<file path="config.mk">
export PLATFORM = sky130hd
export DESIGN_NAME = valve_inrush_sequencer_top
export DESIGN_NICKNAME = d
export VERILOG_FILES = /design/src/hw/rtl/vsq_pkg.sv /design/src/hw/rtl/valve_inrush_sequencer_top.sv
export SDC_FILE = /design/constraint.sdc
export NUM_CORES = 1
export LEC_CHECK = 0
export BUFFER_PORTS_ARGS = -buffer_cell sky130_fd_sc_hd__buf_2
export CORE_MARGIN = 2
export CORE_UTILIZATION = 30
export DETAILED_ROUTE_END_ITERATION = 10
export HOLD_SLACK_MARGIN = 0.12
export PLACE_DENSITY_LB_ADDON = 0.2
export SLEW_MARGIN = 20
export SYNTH_ARGS = -nofsm -noshare
export SYNTH_HDL_FRONTEND = slang
export SYNTH_SLANG_ARGS = --single-unit
</file>
<file path="constraint.sdc">
create_clock -name clk -period 5.8 [get_ports clk]
set_input_delay 0.29 -clock clk [delete_from_list [all_inputs] [get_ports clk]]
set_output_delay 0.29 -clock clk [all_outputs]
set_load 0.01 [all_outputs]
</file>
<file path="src/hw/rtl/vsq_pkg.sv">
// ----------------------------------------------------------------------------
// vsq_pkg: valve inrush sequencer types and constants
// Request and result payloads, sequencer and valve phase codes, register
// indexes and reset values shared by the sequencer RTL.
// ----------------------------------------------------------------------------
package vsq_pkg;

	localparam int unsigned VEC_W       = 12;
	localparam int unsigned IDX_FIELD_W = 4;
	localparam int unsigned CNT_W       = 16;
	localparam int unsigned QPOS_W      = 5;
	localparam int unsigned CFG_IDX_W   = 2;

	localparam logic [CFG_IDX_W-1:0] CFG_INRUSH    = 2'd0;
	localparam logic [CFG_IDX_W-1:0] CFG_OFF_DELAY = 2'd1;

	localparam logic [CNT_W-1:0]  INRUSH_RST    = 16'd60;
	localparam logic [CNT_W-1:0]  OFF_DELAY_RST = 16'd120;
	localparam logic [QPOS_W-1:0] QPOS_MAX      = 5'd31;
	localparam logic [QPOS_W-1:0] QPOS_ONE      = 5'd1;
	localparam logic [QPOS_W-1:0] QPOS_TWO      = 5'd2;

	localparam logic ACT_TICK    = 1'b0;
	localparam logic ACT_COMMAND = 1'b1;

	typedef struct packed {
		logic                   action;
		logic [IDX_FIELD_W-1:0] valve_index;
		logic                   wanted_on;
	} vsq_req_t;

	typedef struct packed {
		logic [VEC_W-1:0] drive_bits;
		logic [VEC_W-1:0] status_bits;
	} vsq_rsp_t;

	typedef enum logic [1:0] {
		SEQ_IDLE,
		SEQ_WALK,
		SEQ_DONE
	} vsq_seq_t;

	typedef enum logic [1:0] {
		PH_IDLE,
		PH_ENABLE,
		PH_ASSERTED,
		PH_DISABLE
	} vsq_phase_t;

endpackage

</file>
<file path="src/hw/rtl/valve_inrush_sequencer_top.sv">
// ----------------------------------------------------------------------------
// valve_inrush_sequencer_top: inrush-limited valve sequencer
// Commands set one valve's wanted state; ticks walk every valve through its
// phase machine, one valve per cycle through a shared counter decrementer.
// A command gives its result strobe in the cycle after acceptance; a tick gives
// it once the walk has visited every valve. Throughput: one command per cycle
// when no tick walk runs; busy holds off requests during a walk, and a new
// request is taken in the cycle the result is shown. Results cannot be stalled.
// Reset clears all valve state at once; registers return to 60 and 120 ticks.
// ----------------------------------------------------------------------------
module valve_inrush_sequencer_top
	import vsq_pkg::*;
#(
	parameter int unsigned NUM_VALVES = 12
) (
	input  logic                              clk,
	input  logic                              arst_n,
	input  logic                              start,
	output logic                              busy,
	input  vsq_req_t                          req,
	output logic                              done,
	output vsq_rsp_t                          rsp,
	input  logic                              cfg_valid,
	output logic                              cfg_ready,
	input  logic [CFG_IDX_W-1:0]              cfg_index,
	input  logic [CNT_W-1:0]                  cfg_data
);

	localparam int unsigned IDX_W = (NUM_VALVES > 1) ? $clog2(NUM_VALVES) : 1;
	localparam logic [IDX_W-1:0] LAST_IDX = IDX_W'(NUM_VALVES - 1);

	vsq_seq_t                state_q, state_d;
	logic [IDX_W-1:0]        idx_q;
	logic [NUM_VALVES-1:0]   wanted_q, drive_q, status_q;
	vsq_phase_t              phase_q [NUM_VALVES];
	logic [QPOS_W-1:0]       qpos_q [NUM_VALVES];
	logic [CNT_W-1:0]        off_cnt_q [NUM_VALVES];
	logic [CNT_W-1:0]        inrush_q;
	logic                    open_busy_q;
	logic [QPOS_W-1:0]       next_q_q;
	logic [CNT_W-1:0]        inrush_ticks_q, off_ticks_q;

	logic                    accept, cmd_ok;
	logic [IDX_W-1:0]        cmd_idx;

	logic                    v_w, v_d;
	vsq_phase_t              v_ph, n_ph;
	logic [QPOS_W-1:0]       v_pos, n_pos;
	logic [CNT_W-1:0]        v_oc, n_oc;
	logic                    n_drive, n_status, n_busy, shift;
	logic [CNT_W-1:0]        n_inrush;
	logic [QPOS_W-1:0]       n_next_q;
	logic [CNT_W-1:0]        dec_src, dec_val;
	logic                    dec_zero;

	logic [VEC_W+NUM_VALVES-1:0] drive_ext, status_ext;
	logic [NUM_VALVES-1:0]       asserted_vec;

	assign accept    = start && !busy;
	assign cfg_ready = 1'b1;
	assign cmd_ok    = ({1'b0, req.valve_index} < (IDX_FIELD_W + 1)'(NUM_VALVES));
	assign cmd_idx   = req.valve_index[IDX_W-1:0];

	always_comb begin
		state_d = state_q;
		case (state_q)
			SEQ_IDLE, SEQ_DONE: begin
				if (accept) begin
					state_d = (req.action == ACT_COMMAND) ? SEQ_DONE : SEQ_WALK;
				end else begin
					state_d = SEQ_IDLE;
				end
			end
			SEQ_WALK: begin
				if (idx_q == LAST_IDX) begin
					state_d = SEQ_DONE;
				end
			end
			default: state_d = SEQ_IDLE;
		endcase
	end

	always_comb begin
		busy = (state_q == SEQ_WALK);
		done = (state_q == SEQ_DONE);
	end

	assign drive_ext       = {{VEC_W{1'b0}}, drive_q};
	assign status_ext      = {{VEC_W{1'b0}}, status_q};
	assign rsp.drive_bits  = drive_ext[VEC_W-1:0];
	assign rsp.status_bits = status_ext[VEC_W-1:0];

	// shared decrementer: inrush counter in asserted phase, off counter otherwise
	always_comb begin
		v_w      = wanted_q[idx_q];
		v_d      = drive_q[idx_q];
		v_ph     = phase_q[idx_q];
		v_pos    = qpos_q[idx_q];
		v_oc     = off_cnt_q[idx_q];
		dec_src  = (v_ph == PH_ASSERTED) ? inrush_q : v_oc;
		dec_zero = (dec_src == '0);
		dec_val  = dec_src - CNT_W'(1);

		n_ph     = v_ph;
		n_pos    = v_pos;
		n_oc     = v_oc;
		n_drive  = v_d;
		n_status = status_q[idx_q];
		n_busy   = open_busy_q;
		n_inrush = inrush_q;
		n_next_q = next_q_q;
		shift    = 1'b0;

		case (v_ph)
			PH_IDLE: begin
				if (v_d != v_w && v_w) begin
					n_status = 1'b1;
					n_ph     = PH_ENABLE;
				end else if (v_d != v_w) begin
					n_status = 1'b0;
					n_ph     = PH_DISABLE;
				end else begin
					n_status = v_d;
				end
			end
			PH_ENABLE: begin
				if (v_d == v_w) begin
					n_pos = '0;
					shift = 1'b1;
					n_ph  = PH_IDLE;
				end else if (open_busy_q && v_pos == '0) begin
					n_pos = next_q_q;
					if (next_q_q < QPOS_MAX) begin
						n_next_q = next_q_q + QPOS_ONE;
					end
				end else if (!open_busy_q && v_pos < QPOS_TWO) begin
					n_pos   = '0;
					n_drive = 1'b1;
					n_busy  = 1'b1;
					n_ph    = PH_ASSERTED;
				end
			end
			PH_ASSERTED: begin
				if (dec_zero || (v_d && !v_w)) begin
					if (!dec_zero) begin
						n_drive = 1'b0;
					end
					n_busy   = 1'b0;
					n_inrush = inrush_ticks_q;
					shift    = 1'b1;
					n_ph     = PH_IDLE;
				end else begin
					n_inrush = dec_val;
					n_busy   = 1'b1;
				end
			end
			PH_DISABLE: begin
				if (dec_zero) begin
					n_drive = 1'b0;
					n_oc    = off_ticks_q;
					n_ph    = PH_IDLE;
				end else if (v_d && v_w) begin
					n_drive = 1'b1;
					n_oc    = off_ticks_q;
					n_ph    = PH_IDLE;
				end else begin
					n_oc = dec_val;
				end
			end
			default: n_ph = PH_IDLE;
		endcase

		if (shift && next_q_q > QPOS_ONE) begin
			n_next_q = next_q_q - QPOS_ONE;
		end
	end

	always_ff @(posedge clk or negedge arst_n) begin
		if (!arst_n) begin
			state_q        <= SEQ_IDLE;
			idx_q          <= '0;
			wanted_q       <= '0;
			drive_q        <= '0;
			status_q       <= '0;
			inrush_q       <= INRUSH_RST;
			open_busy_q    <= 1'b0;
			next_q_q       <= QPOS_ONE;
			inrush_ticks_q <= INRUSH_RST;
			off_ticks_q    <= OFF_DELAY_RST;
			for (int k = 0; k < NUM_VALVES; k++) begin
				phase_q[k]   <= PH_IDLE;
				qpos_q[k]    <= '0;
				off_cnt_q[k] <= OFF_DELAY_RST;
			end
		end else begin
			state_q <= state_d;
			if (cfg_valid && cfg_ready) begin
				if (cfg_index == CFG_INRUSH) begin
					inrush_ticks_q <= cfg_data;
				end else if (cfg_index == CFG_OFF_DELAY) begin
					off_ticks_q <= cfg_data;
				end
			end
			if (accept) begin
				idx_q <= '0;
				if (req.action == ACT_COMMAND && cmd_ok) begin
					wanted_q[cmd_idx] <= req.wanted_on;
					status_q[cmd_idx] <= req.wanted_on;
				end
			end
			if (state_q == SEQ_WALK) begin
				idx_q              <= idx_q + IDX_W'(1);
				phase_q[idx_q]     <= n_ph;
				off_cnt_q[idx_q]   <= n_oc;
				drive_q[idx_q]     <= n_drive;
				status_q[idx_q]    <= n_status;
				inrush_q           <= n_inrush;
				open_busy_q        <= n_busy;
				next_q_q           <= n_next_q;
				for (int k = 0; k < NUM_VALVES; k++) begin
					if (IDX_W'(k) == idx_q) begin
						qpos_q[k] <= n_pos;
					end else if (shift && qpos_q[k] != '0) begin
						qpos_q[k] <= qpos_q[k] - QPOS_ONE;
					end
				end
			end
		end
	end

	always_comb begin
		for (int k = 0; k < NUM_VALVES; k++) begin
			asserted_vec[k] = (phase_q[k] == PH_ASSERTED);
		end
	end

	a_one_opener: assert property (@(posedge clk) disable iff (!arst_n)
		$countones(asserted_vec) <= 1)
		else $error("more than one valve in inrush window");

	a_opener_busy: assert property (@(posedge clk) disable iff (!arst_n)
		(asserted_vec != '0) |-> open_busy_q)
		else $error("valve asserted without opening busy");

	a_next_q_nonzero: assert property (@(posedge clk) disable iff (!arst_n)
		next_q_q != '0)
		else $error("next queue number reached zero");

	a_done_source: assert property (@(posedge clk) disable iff (!arst_n)
		done |-> ($past(accept) && $past(req.action == ACT_COMMAND))
			|| ($past(busy) && $past(idx_q == LAST_IDX)))
		else $error("result strobe without a finished request");

	a_walk_range: assert property (@(posedge clk) disable iff (!arst_n)
		busy |-> (idx_q <= LAST_IDX))
		else $error("walk index out of range");

endmodule
</file>
==> impl_metrics.ini <==
[outcome]
outcome = finished clean

[logic_synthesis]
synth_cells = 1962
syn_area_um2 = 19590
yosys_warnings = 0
synth-xor-area-share = 0.008941
synth_top_family_by_area = compound AO/OA/AOI/OAI gates
synth-edff-count = 0
synth_area_leader_cell = dfrtp_1
synth_seq_area_share = 0.4791
syn_nets = 2029
ys_seq_elements = 372
synth-compound-area-share = 0.1677
yosysUniqueCellTypes = 78
yosys.area_share.simple = 0.1363
postSynthAreaPerCell_um2 = 9.985
synth.area.mux_share = 0.1416
yosysTopAreaCellShare = 0.3972
synth-main-ff-cell = dfrtp_1
yosys.area_share.adder = 0.02491
yosys-top-cells-area = dfrtp_1, dfstp_2, o21ai_0
async_reset_ff_frac = 1.000

[sta]
skew_ps = 38.57
tightest_slew_ps = 1040
fin_tns_setup_ps = 0
setup_viol_count_final = 0
period_needed_ps = 5181
max_freq_mhz = 193.0
drv_slew = 0
max-slew-margin-rel = 0.3054
fin_crit_sh = 0.8933
rsz0062_at_grt = false
hold_viol_final = 0
holdWs_ps = 161.1

[power_and_ir_drop]
power_switching_share = 0.4427
p_int_mw = 8.158
ir_drop_v = 0.0002665
combPwrFrac = 0.504
p_clk_frac = 0.207
seqPwrFrac = 0.288
p_sw_mw = 6.480
power_leakage_nw = 9.572
power_density_nw_per_um2 = 646.3

[floorplanning]
fp.dieW_um = 259.5
fp.coreArea_um2 = 64460
rows = 93
num_io_pins = 55
die_h_um = 259.5
start_util = 0.3039
dieArea_um2 = 67360

[placed_design]
placed_cells = 2794
gp_congestion = 0.8249
portBuffers = 53
place.detailed.hpwl_mm = 39.11

[hold_path]
hold_class = input port to register
min_from = req[1]

[routing]
highest_layer = met4
met2_wirelength_mm = 28.63
ant_nets = 0
wl_met1_mm = 26.27
routed_wl_mm = 58.98
route.met3.wl_mm = 2.502
dr.pass1.iters = 5
drtIter0Drc = 1015
wl_per_cell_um = 20.35
drc = 0
vias = 15030
routed_via_density = 5.184

[setup_path]
r2r_cells = 20
slowest_stage = dfrtp_4
startpoint_type = register
worst-path-buf-inv = 4
slowest_delay_ps = 600
end_kind = register
cp_max_fo = 19
crit_required_ps = 6260
worstPathCellList = mux4_2 -> mux2i_1 -> nor2_1 -> a21oi_1 -> inv_1 -> ha_1 -> inv_1 -> mux2i_1 -> ha_1 -> nand2_1 -> nor3_1 -> a41oi_1 -> buf_4 -> nor3_4 -> nand3_2 -> o41ai_4 -> buf_4 -> a31o_2 -> o21ai_0 -> a22o_1
r2r-start = idx_q[0]
cp-endpoint = qpos_q[24]
r2r_slack_ps = 620
path_delay_family = compound AO/OA/AOI/OAI gates
crit_start = idx_q[0]
cp_num_cells = 20
r2r-end = qpos_q[24]
arrival_ps = 5640
path_class = register to register

[clock_network]
clk-insertion-delay-late_ps = 590
cts_buffers = 45
cts_tree = done
cts_sinks = 372
cts_resized = 0
htreeDepth = 2
cts_max_path_buffers = 3
clockRootBuffer = clkbuf_16
clk_pin_slew_ps = 60
postCtsSetupRepairBufs = 0

[layout]
fin_cells = 2899
n_antenna_cell = 0
syn2layout_area_growth_pct = 15.60
final_common_cell = nand2_1
fin_nets = 2074
fill_cells = 6545
layout-drive-gt1-share = 0.2045
mostFrequentLayoutCells = nand2_1, dfrtp_1, o21ai_0
final_util = 0.3513

[job]
drv_cap = 0

[grt]
grt_pass1_wl_mm = 92.13
grt_max_degree = 131
grt_pass1_vias = 15050
groute.usage.overall = 0.1767
antenna_found_initial = 0
overflow = 0
[what timing repair did]
item / CTS / global route
hold buffers: 21 / 0
endpoints found under the setup margin: 0 / 0
endpoints found under the hold margin: 108 / 0
[worst register-to-register path, delay by kind of cell, from the launching register on]
family                     cells  cell delay (ps)
AOI/OAI and AO/OA              6             1480
muxes                          3              900
adders and majority gates      2              560
and+or+nand+nor                5              660
DFF                            1              600
buffers and inverters          4              860
[cells by family after synthesis]
kind of cell,count (synthesis)
simple gates,613
compound gates,537
flops,372
mux,194
buf+inv,186
fa+ha+maj,39
xor+xnor,20
other cells,1
[metal layers]
metal	vias to the layer above	GRT usage
met5	-	0
met4	0	0.05332
li1	7068	-
met2	352	0.3001
met3	100	0.02578
met1	7507	0.2328
[power groups by stage]
stage               clock network, mW  logic, mW  registers (mW)
global placement                    0       7.30            4.24
detailed placement                  0       7.39            4.26
finish                           3.04       7.38            4.22
global route                     3.22       8.13            4.33
floorplan                           0       5.08            4.00
CTS                              3.12       7.44            4.22
[flip-flops by register name, summed over array words and instances (netlist names), 2 cells and up]
register	count
off_cnt_q	192
drive_q	12
inrush_q	16
wanted_q	12
state_q	2
idx_q	4
qpos_q	60
off_ticks_q	16
inrush_ticks_q	16
status_q	12
next_q_q	5
phase_q	24
[final cells by class]
type	count	area, um2	share of cell area
multi-input combinational	1404	9415	0.4157
sequential	372	9393	0.4147
clock buffer	62	1280	0.05652
tap	855	1070	0.04724
timing repair buffer	137	996.0	0.04398
clock inverter	22	317.8	0.01403
inverter	47	176.4	0.007790
[how the worst min path moves through the flow]
| stage | to | slack (ps) | depth (start not counted) |
|---|---|---|---|
| after detailed placement | status_q[8] | 330 | 1 |
| after global routing | wanted_q[1] | 170 | 3 |
| after global placement | status_q[8] | 320 | 1 |
| after CTS | wanted_q[0] | 130 | 4 |
| after floorplan | drive_q[0] | -6 | 0 |
| final | wanted_q[0] | 160 | 4 |
[cells in the mapped netlist (5+ instances only)]
cell type,count
nor2b_1,9
dfrtp_1,311
mux2i_1,71
o21ai_2,10
nor3b_1,8
a31oi_1,20
nand3b_1,13
nor2_1,104
buf_2,26
xnor2_1,8
a22o_1,37
nor3_1,24
nand3_1,20
clkbuf_1,96
o21ai_1,11
and2_1,18
o21ai_0,307
ha_1,39
buf_4,5
mux2_2,62
o22ai_1,21
a22oi_1,9
mux4_2,60
and3_1,20
a31o_2,9
xor2_1,12
buf_6,8
nand2_1,368
inv_1,47
dfstp_2,61
a311oi_1,9
a21oi_1,50
nand4_1,7
nand2b_1,7
[per-stage QoR]
step / setup slack, ps / area [um2] / power, mW
floorplan: 87.87 / 19600 / 9.082
global placement: 648.4 / 20840 / 11.54
detailed placement: 572.6 / 20840 / 11.65
CTS: 528.3 / 22650 / 14.78
global route: 116.7 / 22650 / 15.68
finish: 618.9 / 22650 / 14.64
Note: power is estimated with default switching activity, not from simulation.
